File: src/hw/rtl/lcs_pkg.sv
// Shared constants, types and control structures for the lottery scheduler.
`timescale 1ns / 1ps

package lcs_pkg;

    // Sizing of the ready list and the processor set.
    localparam int QUEUE_DEPTH = 16;
    localparam int NUM_CPUS    = 4;

    // Field widths.
    localparam int PID_W  = 16;
    localparam int RND_W  = 32;
    localparam int QL_W   = 8;
    localparam int CPU_W  = 2;
    localparam int KIND_W = 2;

    // Derived widths.
    localparam int IDX_W   = $clog2(QUEUE_DEPTH);
    localparam int CNT_W   = $clog2(QUEUE_DEPTH + 1);
    localparam int CIDX_W  = $clog2(NUM_CPUS);
    localparam int STEP_W  = $clog2(RND_W);

    // Ticket arithmetic.
    localparam int QUANTUM_RESET    = 10;
    localparam int TICKETS_PER_TICK = 1000;
    localparam int PER_W            = $clog2(((1 << QL_W) - 1) * TICKETS_PER_TICK + 1);
    localparam int TOT_W            = PER_W + CNT_W;

    // Configuration port.
    localparam int PADDR_W = 3;
    localparam int PDATA_W = 32;
    localparam logic [PADDR_W-3:0] REG_QUANTUM = 1'b0;

    // Event kinds.
    typedef enum logic [KIND_W-1:0] {
        KIND_LOAD  = 2'd0,
        KIND_TICK  = 2'd1,
        KIND_BLOCK = 2'd2,
        KIND_EXIT  = 2'd3
    } lcs_kind_t;

    // Controller states.
    typedef enum logic [3:0] {
        ST_IDLE,
        ST_DECODE,
        ST_DRAW,
        ST_MOD_INIT,
        ST_MOD,
        ST_IDX_INIT,
        ST_IDX,
        ST_WIN_RD,
        ST_WIN_TAKE,
        ST_SH_RD,
        ST_SH_WR,
        ST_RESULT
    } lcs_state_t;

    // Commands from the controller to the datapath.
    typedef struct packed {
        logic latch;
        logic enq_new;
        logic enq_run;
        logic dec_q;
        logic draw_init;
        logic go_idle;
        logic mod_init;
        logic mod_step;
        logic idx_init;
        logic idx_step;
        logic win_rd;
        logic win_take;
        logic sh_wr;
        logic cnt_dec;
    } lcs_cmd_t;

    // Status from the datapath to the controller.
    typedef struct packed {
        lcs_kind_t kind;
        logic      cpu_ok;
        logic      cur_idle;
        logic      q_expire;
        logic      cnt_zero;
        logic      step_last;
        logic      sh_more;
    } lcs_stat_t;

endpackage

File: src/hw/rtl/lcs_ram.sv
// Generic single-write, single-read RAM with a registered read port.
`timescale 1ns / 1ps

module lcs_ram #(
    parameter int WIDTH = 16,
    parameter int DEPTH = 16
) (
    input  logic                     clk,
    input  logic                     we,
    input  logic [$clog2(DEPTH)-1:0] waddr,
    input  logic [WIDTH-1:0]         wdata,
    input  logic [$clog2(DEPTH)-1:0] raddr,
    output logic [WIDTH-1:0]         rdata
);

    logic [WIDTH-1:0] mem_reg [DEPTH];
    logic [WIDTH-1:0] rdata_reg;

    // Write port and registered read port.
    always_ff @(posedge clk)
    begin
        if (we)
        begin
            mem_reg[waddr] <= wdata;
        end
        rdata_reg <= mem_reg[raddr];
    end

    assign rdata = rdata_reg;

endmodule

File: src/hw/rtl/lcs_ctrl.sv
// Controller state machine that sequences each scheduler event.
`timescale 1ns / 1ps

module lcs_ctrl import lcs_pkg::*; (
    input  logic      clk,
    input  logic      rst_n,
    input  logic      start,
    input  lcs_stat_t stat,
    output lcs_cmd_t  cmd,
    output logic      busy,
    output logic      done
);

    lcs_state_t state_reg;
    lcs_state_t state_next;

    // State register.
    always_ff @(posedge clk or negedge rst_n)
    begin
        if (!rst_n)
        begin
            state_reg <= ST_IDLE;
        end
        else
        begin
            state_reg <= state_next;
        end
    end

    // Next state and commands.
    always_comb
    begin
        state_next = state_reg;
        cmd        = '0;
        busy       = 1'b1;
        done       = 1'b0;
        case (state_reg)
            ST_IDLE:
            begin
                busy = 1'b0;
                if (start)
                begin
                    cmd.latch  = 1'b1;
                    state_next = ST_DECODE;
                end
            end
            ST_DECODE:
            begin
                if (stat.kind == KIND_LOAD)
                begin
                    cmd.enq_new = 1'b1;
                    state_next  = ST_IDLE;
                end
                else if (!stat.cpu_ok)
                begin
                    state_next = ST_IDLE;
                end
                else if (stat.kind == KIND_TICK)
                begin
                    if (stat.cur_idle)
                    begin
                        state_next = stat.cnt_zero ? ST_RESULT : ST_DRAW;
                    end
                    else if (stat.q_expire)
                    begin
                        // Preempted process goes back on the list before the draw.
                        cmd.enq_run = 1'b1;
                        state_next  = ST_DRAW;
                    end
                    else
                    begin
                        cmd.dec_q  = 1'b1;
                        state_next = ST_RESULT;
                    end
                end
                else
                begin
                    state_next = ST_DRAW;
                end
            end
            ST_DRAW:
            begin
                cmd.draw_init = 1'b1;
                if (stat.cnt_zero)
                begin
                    cmd.go_idle = 1'b1;
                    state_next  = ST_RESULT;
                end
                else
                begin
                    state_next = ST_MOD_INIT;
                end
            end
            ST_MOD_INIT:
            begin
                cmd.mod_init = 1'b1;
                state_next   = ST_MOD;
            end
            ST_MOD:
            begin
                cmd.mod_step = 1'b1;
                if (stat.step_last)
                begin
                    state_next = ST_IDX_INIT;
                end
            end
            ST_IDX_INIT:
            begin
                cmd.idx_init = 1'b1;
                state_next   = ST_IDX;
            end
            ST_IDX:
            begin
                cmd.idx_step = 1'b1;
                if (stat.step_last)
                begin
                    state_next = ST_WIN_RD;
                end
            end
            ST_WIN_RD:
            begin
                cmd.win_rd = 1'b1;
                state_next = ST_WIN_TAKE;
            end
            ST_WIN_TAKE:
            begin
                cmd.win_take = 1'b1;
                state_next   = ST_SH_RD;
            end
            ST_SH_RD:
            begin
                // The read of the next entry is issued here whenever one remains.
                if (stat.sh_more)
                begin
                    state_next = ST_SH_WR;
                end
                else
                begin
                    cmd.cnt_dec = 1'b1;
                    state_next  = ST_RESULT;
                end
            end
            ST_SH_WR:
            begin
                cmd.sh_wr  = 1'b1;
                state_next = ST_SH_RD;
            end
            ST_RESULT:
            begin
                done       = 1'b1;
                state_next = ST_IDLE;
            end
            default:
            begin
                state_next = ST_IDLE;
            end
        endcase
    end

endmodule

File: src/hw/rtl/lcs_dp.sv
// Datapath: ready list, per-CPU state, ticket arithmetic and the serial divider.
`timescale 1ns / 1ps

module lcs_dp import lcs_pkg::*; (
    input  logic                clk,
    input  logic                rst_n,
    input  lcs_cmd_t            cmd,
    output lcs_stat_t           stat,
    input  logic [KIND_W-1:0]   kind,
    input  logic [CPU_W-1:0]    cpu,
    input  logic [PID_W-1:0]    pid,
    input  logic [RND_W-1:0]    random_value,
    input  logic [QL_W-1:0]     quantum,
    output logic [PID_W-1:0]    next_pid,
    output logic                is_idle,
    output logic [CPU_W-1:0]    cpu_out
);

    // Event registers.
    lcs_kind_t          kind_reg, kind_next;
    logic [CPU_W-1:0]   cpu_reg, cpu_next;
    logic [PID_W-1:0]   pid_reg, pid_next;

    // Ready list fill count and per-CPU state.
    logic [CNT_W-1:0]   count_reg, count_next;
    logic [PID_W-1:0]   run_pid_reg [NUM_CPUS];
    logic [PID_W-1:0]   run_pid_next [NUM_CPUS];
    logic               run_idle_reg [NUM_CPUS];
    logic               run_idle_next [NUM_CPUS];
    logic [QL_W-1:0]    qleft_reg [NUM_CPUS];
    logic [QL_W-1:0]    qleft_next [NUM_CPUS];

    // Draw arithmetic.
    logic [PER_W-1:0]   per_reg, per_next;
    logic [TOT_W-1:0]   total_reg, total_next;
    logic [TOT_W-1:0]   rem_reg, rem_next;
    logic [TOT_W-1:0]   dsr_reg, dsr_next;
    logic [RND_W-1:0]   dvd_reg, dvd_next;
    logic [STEP_W-1:0]  step_reg, step_next;
    logic [IDX_W-1:0]   idx_reg, idx_next;
    logic [IDX_W-1:0]   ptr_reg, ptr_next;

    // Helpers.
    logic [CIDX_W-1:0]  sel;
    logic [QL_W-1:0]    q_eff;
    logic               enq;
    logic               full;
    logic [TOT_W:0]     shifted;
    logic               mod_fits;
    logic               idx_fits;
    logic [IDX_W-1:0]   idx_fix;
    logic [IDX_W-1:0]   ptr_inc;

    // Ready list memory ports.
    logic               ram_we;
    logic [IDX_W-1:0]   ram_waddr;
    logic [PID_W-1:0]   ram_wdata;
    logic [IDX_W-1:0]   ram_raddr;
    logic [PID_W-1:0]   ram_rdata;

    assign sel      = cpu_reg[CIDX_W-1:0];
    assign q_eff    = (quantum == '0) ? QL_W'(1) : quantum;
    assign enq      = cmd.enq_new | cmd.enq_run;
    assign full     = (count_reg == CNT_W'(QUEUE_DEPTH));
    assign shifted  = {rem_reg, dvd_reg[RND_W-1]};
    assign mod_fits = (shifted >= {1'b0, total_reg});
    assign idx_fits = (rem_reg >= dsr_reg);
    assign ptr_inc  = ptr_reg + IDX_W'(1);

    // Guard the winner index against the list length.
    assign idx_fix = (CNT_W'(idx_reg) >= count_reg) ? IDX_W'(count_reg - CNT_W'(1)) : idx_reg;

    // Memory port selection: appends, compaction writes, winner and shift reads.
    assign ram_we    = (enq && !full) || cmd.sh_wr;
    assign ram_waddr = enq ? count_reg[IDX_W-1:0] : ptr_reg;
    assign ram_wdata = cmd.enq_new ? pid_reg : (cmd.enq_run ? run_pid_reg[sel] : ram_rdata);
    assign ram_raddr = cmd.win_rd ? idx_fix : ptr_inc;

    lcs_ram #(
        .WIDTH(PID_W),
        .DEPTH(QUEUE_DEPTH)
    ) u_ready_ram (
        .clk  (clk),
        .we   (ram_we),
        .waddr(ram_waddr),
        .wdata(ram_wdata),
        .raddr(ram_raddr),
        .rdata(ram_rdata)
    );

    // Next-state logic for every datapath register.
    always_comb
    begin
        kind_next     = kind_reg;
        cpu_next      = cpu_reg;
        pid_next      = pid_reg;
        count_next    = count_reg;
        run_pid_next  = run_pid_reg;
        run_idle_next = run_idle_reg;
        qleft_next    = qleft_reg;
        per_next      = per_reg;
        total_next    = total_reg;
        rem_next      = rem_reg;
        dsr_next      = dsr_reg;
        dvd_next      = dvd_reg;
        step_next     = step_reg;
        idx_next      = idx_reg;
        ptr_next      = ptr_reg;

        if (cmd.latch)
        begin
            kind_next = lcs_kind_t'(kind);
            cpu_next  = cpu;
            pid_next  = pid;
            dvd_next  = random_value;
        end

        // Appends to a full list are dropped.
        if (enq && !full)
        begin
            count_next = count_reg + CNT_W'(1);
        end
        if (cmd.cnt_dec)
        begin
            count_next = count_reg - CNT_W'(1);
        end

        if (cmd.dec_q)
        begin
            qleft_next[sel] = qleft_reg[sel] - QL_W'(1);
        end

        // Fresh quantum and tickets per entry.
        if (cmd.draw_init)
        begin
            qleft_next[sel] = q_eff;
            per_next        = PER_W'(q_eff * TICKETS_PER_TICK);
        end
        if (cmd.go_idle)
        begin
            run_idle_next[sel] = 1'b1;
            run_pid_next[sel]  = '0;
        end

        // Ticket total, then the remainder one dividend bit per cycle.
        if (cmd.mod_init)
        begin
            total_next = TOT_W'(TOT_W'(count_reg) * TOT_W'(per_reg));
            rem_next   = '0;
            step_next  = STEP_W'(RND_W - 1);
        end
        if (cmd.mod_step)
        begin
            rem_next  = mod_fits ? TOT_W'(shifted - {1'b0, total_reg}) : shifted[TOT_W-1:0];
            dvd_next  = dvd_reg << 1;
            step_next = step_reg - STEP_W'(1);
        end

        // Winner index: the ticket divided by the tickets per entry, one bit per cycle.
        if (cmd.idx_init)
        begin
            dsr_next  = TOT_W'(per_reg) << (IDX_W - 1);
            idx_next  = '0;
            step_next = STEP_W'(IDX_W - 1);
        end
        if (cmd.idx_step)
        begin
            if (idx_fits)
            begin
                rem_next = rem_reg - dsr_reg;
            end
            dsr_next  = dsr_reg >> 1;
            idx_next  = IDX_W'({idx_reg, idx_fits});
            step_next = step_reg - STEP_W'(1);
        end

        if (cmd.win_rd)
        begin
            ptr_next = idx_fix;
        end
        if (cmd.win_take)
        begin
            run_pid_next[sel]  = ram_rdata;
            run_idle_next[sel] = 1'b0;
        end
        if (cmd.sh_wr)
        begin
            ptr_next = ptr_inc;
        end
    end

    // Control state with reset.
    always_ff @(posedge clk or negedge rst_n)
    begin
        if (!rst_n)
        begin
            count_reg <= '0;
            for (int i = 0; i < NUM_CPUS; i++)
            begin
                run_pid_reg[i]  <= '0;
                run_idle_reg[i] <= 1'b1;
                qleft_reg[i]    <= QL_W'(QUANTUM_RESET);
            end
        end
        else
        begin
            count_reg    <= count_next;
            run_pid_reg  <= run_pid_next;
            run_idle_reg <= run_idle_next;
            qleft_reg    <= qleft_next;
        end
    end

    // Payload and arithmetic registers.
    always_ff @(posedge clk)
    begin
        kind_reg  <= kind_next;
        cpu_reg   <= cpu_next;
        pid_reg   <= pid_next;
        per_reg   <= per_next;
        total_reg <= total_next;
        rem_reg   <= rem_next;
        dsr_reg   <= dsr_next;
        dvd_reg   <= dvd_next;
        step_reg  <= step_next;
        idx_reg   <= idx_next;
        ptr_reg   <= ptr_next;
    end

    // Status toward the controller.
    always_comb
    begin
        stat.kind      = kind_reg;
        stat.cpu_ok    = (32'(cpu_reg) < NUM_CPUS);
        stat.cur_idle  = run_idle_reg[sel];
        stat.q_expire  = (qleft_reg[sel] <= QL_W'(1));
        stat.cnt_zero  = (count_reg == '0);
        stat.step_last = (step_reg == '0);
        stat.sh_more   = ((CNT_W'(ptr_reg) + CNT_W'(1)) < count_reg);
    end

    // Result fields for the CPU of the current event.
    assign next_pid = run_idle_reg[sel] ? '0 : run_pid_reg[sel];
    assign is_idle  = run_idle_reg[sel];
    assign cpu_out  = cpu_reg;

endmodule

File: src/hw/rtl/lottery_cpu_scheduler_unit.sv
// Top level of the lottery CPU scheduler: configuration port, controller and datapath.
// A load only appends; a draw runs the 32-step remainder loop and the index division,
// then compacts the entries after the winner through the list RAM.
// One event at a time, busy while it runs; a load ends without a result strobe.
// Reset clears the list, makes every CPU idle and sets the quantum to 10.
`timescale 1ns / 1ps

module lottery_cpu_scheduler_unit import lcs_pkg::*; (
    input  logic                clk,
    input  logic                rst_n,
    input  logic                start,
    output logic                busy,
    input  logic [KIND_W-1:0]   kind,
    input  logic [CPU_W-1:0]    cpu,
    input  logic [PID_W-1:0]    pid,
    input  logic [RND_W-1:0]    random_value,
    output logic                done,
    output logic [PID_W-1:0]    next_pid,
    output logic                is_idle,
    output logic [CPU_W-1:0]    cpu_out,
    input  logic                psel,
    input  logic                penable,
    input  logic                pwrite,
    input  logic [PADDR_W-1:0]  paddr,
    input  logic [PDATA_W-1:0]  pwdata,
    output logic [PDATA_W-1:0]  prdata,
    output logic                pready
);

    logic [QL_W-1:0] quantum_length_reg;
    logic [QL_W-1:0] quantum_length_next;
    logic            reg_hit;
    lcs_cmd_t        cmd;
    lcs_stat_t       stat;

    // Register decode and write transfer.
    assign reg_hit = (paddr[PADDR_W-1:2] == REG_QUANTUM);
    assign pready  = 1'b1;
    assign prdata  = reg_hit ? PDATA_W'(quantum_length_reg) : '0;

    always_comb
    begin
        quantum_length_next = quantum_length_reg;
        if (psel && penable && pwrite && reg_hit)
        begin
            quantum_length_next = pwdata[QL_W-1:0];
        end
    end

    always_ff @(posedge clk or negedge rst_n)
    begin
        if (!rst_n)
        begin
            quantum_length_reg <= QL_W'(QUANTUM_RESET);
        end
        else
        begin
            quantum_length_reg <= quantum_length_next;
        end
    end

    lcs_ctrl u_ctrl (
        .clk  (clk),
        .rst_n(rst_n),
        .start(start),
        .stat (stat),
        .cmd  (cmd),
        .busy (busy),
        .done (done)
    );

    lcs_dp u_dp (
        .clk         (clk),
        .rst_n       (rst_n),
        .cmd         (cmd),
        .stat        (stat),
        .kind        (kind),
        .cpu         (cpu),
        .pid         (pid),
        .random_value(random_value),
        .quantum     (quantum_length_reg),
        .next_pid    (next_pid),
        .is_idle     (is_idle),
        .cpu_out     (cpu_out)
    );

endmodule

File: config.mk
export PLATFORM = sky130hd
export DESIGN_NAME = lottery_cpu_scheduler_unit
export DESIGN_NICKNAME = d
export VERILOG_FILES = /design/src/hw/rtl/lcs_pkg.sv /design/src/hw/rtl/lcs_ram.sv /design/src/hw/rtl/lcs_ctrl.sv /design/src/hw/rtl/lcs_dp.sv /design/src/hw/rtl/lottery_cpu_scheduler_unit.sv
export SDC_FILE = /design/constraint.sdc
export NUM_CORES = 1
export LEC_CHECK = 0
export BUFFER_PORTS_ARGS = -buffer_cell sky130_fd_sc_hd__buf_2
export CORE_ASPECT_RATIO = 1.5
export CORE_MARGIN = 5
export CORE_UTILIZATION = 55
export DETAILED_ROUTE_END_ITERATION = 16
export PLACE_DENSITY = 0.73
export SLEW_MARGIN = 20
export SYNTH_ARGS = -nofsm -noshare
export SYNTH_HDL_FRONTEND = slang
export SYNTH_SLANG_ARGS = --single-unit
File: constraint.sdc
create_clock -name clk -period 10.3 [get_ports clk]
set_input_delay 1.03 -clock clk [delete_from_list [all_inputs] [get_ports clk]]
set_output_delay 1.03 -clock clk [all_outputs]
set_load 0.005 [all_outputs]
==> flow_metrics.env <==
export IMPL_status="complete, no violations"
export IMPL_power_density_nw_per_um2=319.0
export IMPL_synth_main_ff_cell="edfxtp_1"
export IMPL_ys_types=74
export IMPL_antenna_found_initial=0
export IMPL_reg2reg_depth=16
export IMPL_critical_path_peak_fanout=25
export IMPL_crit_end="u_dp.total_reg[22]"
export IMPL_row_count=103
export IMPL_r2r_start="u_dp.count_reg[4]"
export IMPL_worst_setup_path_start_kind="flip-flop"
export IMPL_path_class="reg2reg"
export IMPL_dp_slack_ns=4.792
export IMPL_die_area_um2=58190
export IMPL_synth_xor_area_frac=0.02029
export IMPL_r2r_end="u_dp.total_reg[22]"
export IMPL_min_path_type="in2async"
export IMPL_cp_end_kind="flip-flop"
export IMPL_routed_via_density=6.167
export IMPL_syn_area_um2=29360
export IMPL_final_cell_mix="376 x edfxtp_1, 213 x nand2_1, 207 x inv_1"
export IMPL_tritoncts="yes"
export IMPL_fin_skew_ns=0.02515
export IMPL_firstDrtPassIters=5
export IMPL_cts_hold_buffers=0
export IMPL_cts_root_buf="clkbuf_16"
export IMPL_nets=2882
export IMPL_insertion_delay_ns=0.59
export IMPL_area_delta_synth_final_pct=9.376
export IMPL_largest_reg_flops=256
export IMPL_p_sw_frac=0.3999
export IMPL_worstSetupStartpoint="u_dp.count_reg[4]"
export IMPL_clkSinkCount=533
export IMPL_p_comb_frac=0.486
export IMPL_cp_arrival_ns=5.85
export IMPL_numCtsBuffers=48
export IMPL_postCtsSetupBuffers=0
export IMPL_p_switching_w=0.004097
export IMPL_final_setup_viol_count=0
export IMPL_fin_setup_tns_ns=0
export IMPL_grt_setup_unrepaired="false"
export IMPL_p_int_w=0.006147
export IMPL_yosysWarnings=0
export IMPL_worstMarginPinSlew_ns=1.121
export IMPL_max_freq_mhz=180.5
export IMPL_leakagePower_nw=12.89
export IMPL_synth_compound_gate_area_share=0.1464
export IMPL_drt_iter0_markers=1662
export IMPL_diodes=0
export IMPL_synth_top_family_by_area="compound AO/OA/AOI/OAI gates"
export IMPL_grt_max_degree=101
export IMPL_final_common_cell="edfxtp_1"
export IMPL_grt_util_all_layers=0.2381
export IMPL_portBuffers=95
export IMPL_synth_adder_area_share=0.09402
export IMPL_required_ns=10.61
export IMPL_start_util=0.5570
export IMPL_avgSynthCellArea_um2=11.61
export IMPL_finalCriticalPeriod_ns=5.540
export IMPL_hold_viol_final=0
export IMPL_fin_cells=3326
export IMPL_gr_total_overflow=0
export IMPL_clock_path_buffers=3
export IMPL_yosys_area_share_simple=0.09691
export IMPL_htreeDepth=2
export IMPL_route_detailed_drc=0
export IMPL_clockPowerShare=0.169
export IMPL_top_level_ports=147
export IMPL_rrSetupSlack_ns=4.76
export IMPL_routed_wl_um=70240
export IMPL_die_w_um=198.6
export IMPL_muxShareOfSynthArea=0.07953
export IMPL_dp_cells=3237
export IMPL_synth_edf_count=376
export IMPL_yosysSeqAreaShare=0.5122
export IMPL_syn_inst=2529
export IMPL_grt_pass1_wl_um=112000
export IMPL_hold_ws_ns=0.4276
export IMPL_die_h_um=293.0
export IMPL_wl_per_cell_um=21.12
export IMPL_grt_pass1_vias=21170
export IMPL_fin_ws_ns=4.760
export IMPL_slew_violations=0
export IMPL_drive_gt1_frac=0.1324
export IMPL_hpwl_um=49160
export IMPL_cts_resized=0
export IMPL_detail_route_antenna_nets=0
export IMPL_p_seq_frac=0.344
export IMPL_synth_seq_cells=533
export IMPL_timing_final_crit_share=0.5378
export IMPL_vias=20510
export IMPL_gp_congestion=0.8786
export IMPL_core_area_um2=52710
export IMPL_synth_async_reset_ratio=0.2195
export IMPL_clk_pin_slew_worst_paths_ns=0.07
export IMPL_cap_violations=0
export IMPL_maxSlewHeadroom=0.2528
export IMPL_ir_worst_vdd_uv=202.4
==> layer usage <==
metal | part of all wire | GRT usage | wire, µm
met5 | 0 | 0 | 0
met4 | 0.038 | 0.09796 | 2658
met3 | 0.046 | 0.02432 | 3208
met2 | 0.54 | 0.4339 | 37690
met1 | 0.38 | 0.2868 | 26680
==> critical path, stage by stage, from the launching register on <==
cell and delay [ns]:
dfrtp_1 0.90, and2_1 0.25, fa_1 0.43, fa_1 0.49, inv_1 0.05, fa_1 0.47, inv_1 0.04, ha_1 0.19
or3_1 0.43, nor2_1 0.10, o21ai_0 0.11, a31o_2 0.27, a221oi_1 0.38, o21ai_0 0.24, o41ai_1 0.57, mux2i_1 0.26
nand3_1 0.09
==> cell families (layout without fill, tap and decap cells) <==
logic type	after synthesis	count (layout)
mux	196	196
buf+inv	358	450
flops	533	533
xor+xnor	68	68
compound gates	589	589
simple gates	599	599
other cells	2	25
fa+ha+maj	184	184
==> metrics by stage <==
stage | power [W] | instance area [µm²] | utilization
after floorplan | 0.007171 | 29440 | -
after global placement | 0.008300 | 30600 | 0.5805
after detailed placement | 0.008495 | 30600 | 0.5805
after CTS | 0.01026 | 32110 | 0.6091
after global routing | 0.01104 | 32110 | 0.6092
final | 0.01024 | 32110 | 0.6092
==> synth_stat cells (32+ instances only) <==
cell type	number	area [µm²]
nor2_1	134	503.0
dfrtp_1	103	2577
clkbuf_1	98	367.9
nand2_1	213	799.5
ha_1	123	1539
a311oi_1	32	280.3
dfxtp_1	40	800.8
o211ai_1	74	555.5
nor3_1	38	190.2
o21ai_0	66	330.3
mux2i_1	114	1141
a22o_1	96	840.8
a21oi_1	83	415.4
nand2b_1	53	331.6
mux2_2	58	653.1
inv_1	207	777.0
a31oi_1	47	294.0
and2_1	53	331.6
o221ai_1	53	464.2
fa_1	61	1221
xnor2_1	51	446.7
edfxtp_1	376	11290
==> final cells by class <==
cell class / instances / area [µm²]
Sequential cell: 533 / 15040
Multi-Input combinational cell: 1661 / 13010
Inverter: 207 / 777.0
Tap cell: 682 / 853.3
Fill cell: 4110 / 20600
Timing Repair Buffer: 154 / 924.6
Clock inverter: 27 / 226.5
Clock buffer: 62 / 1284
==> worst min-delay path by stage <==
stage / endpoint / cells after the start
after floorplan: u_dp.dvd_reg[0] / 2
after CTS: async pin / 1
final: async pin / 1
after global routing: async pin / 1
after global placement: u_dp.dvd_reg[0] / 2
after detailed placement: u_dp.run_pid_reg[7] / 1
==> power by group through the flow <==
| stage | Clock (W) | Sequential [W] | Combinational, W |
|---|---|---|---|
| 2_1_floorplan | 0 | 0.00336 | 0.00381 |
| 3_3_place_gp | 0 | 0.00353 | 0.00477 |
| 3_5_place_dp | 0 | 0.00355 | 0.00494 |
| 4_1_cts | 0.00176 | 0.00352 | 0.00498 |
| 5_1_grt | 0.00185 | 0.00357 | 0.00561 |
| 6_report | 0.00173 | 0.00353 | 0.00498 |
(Power assumes the default switching activity.)
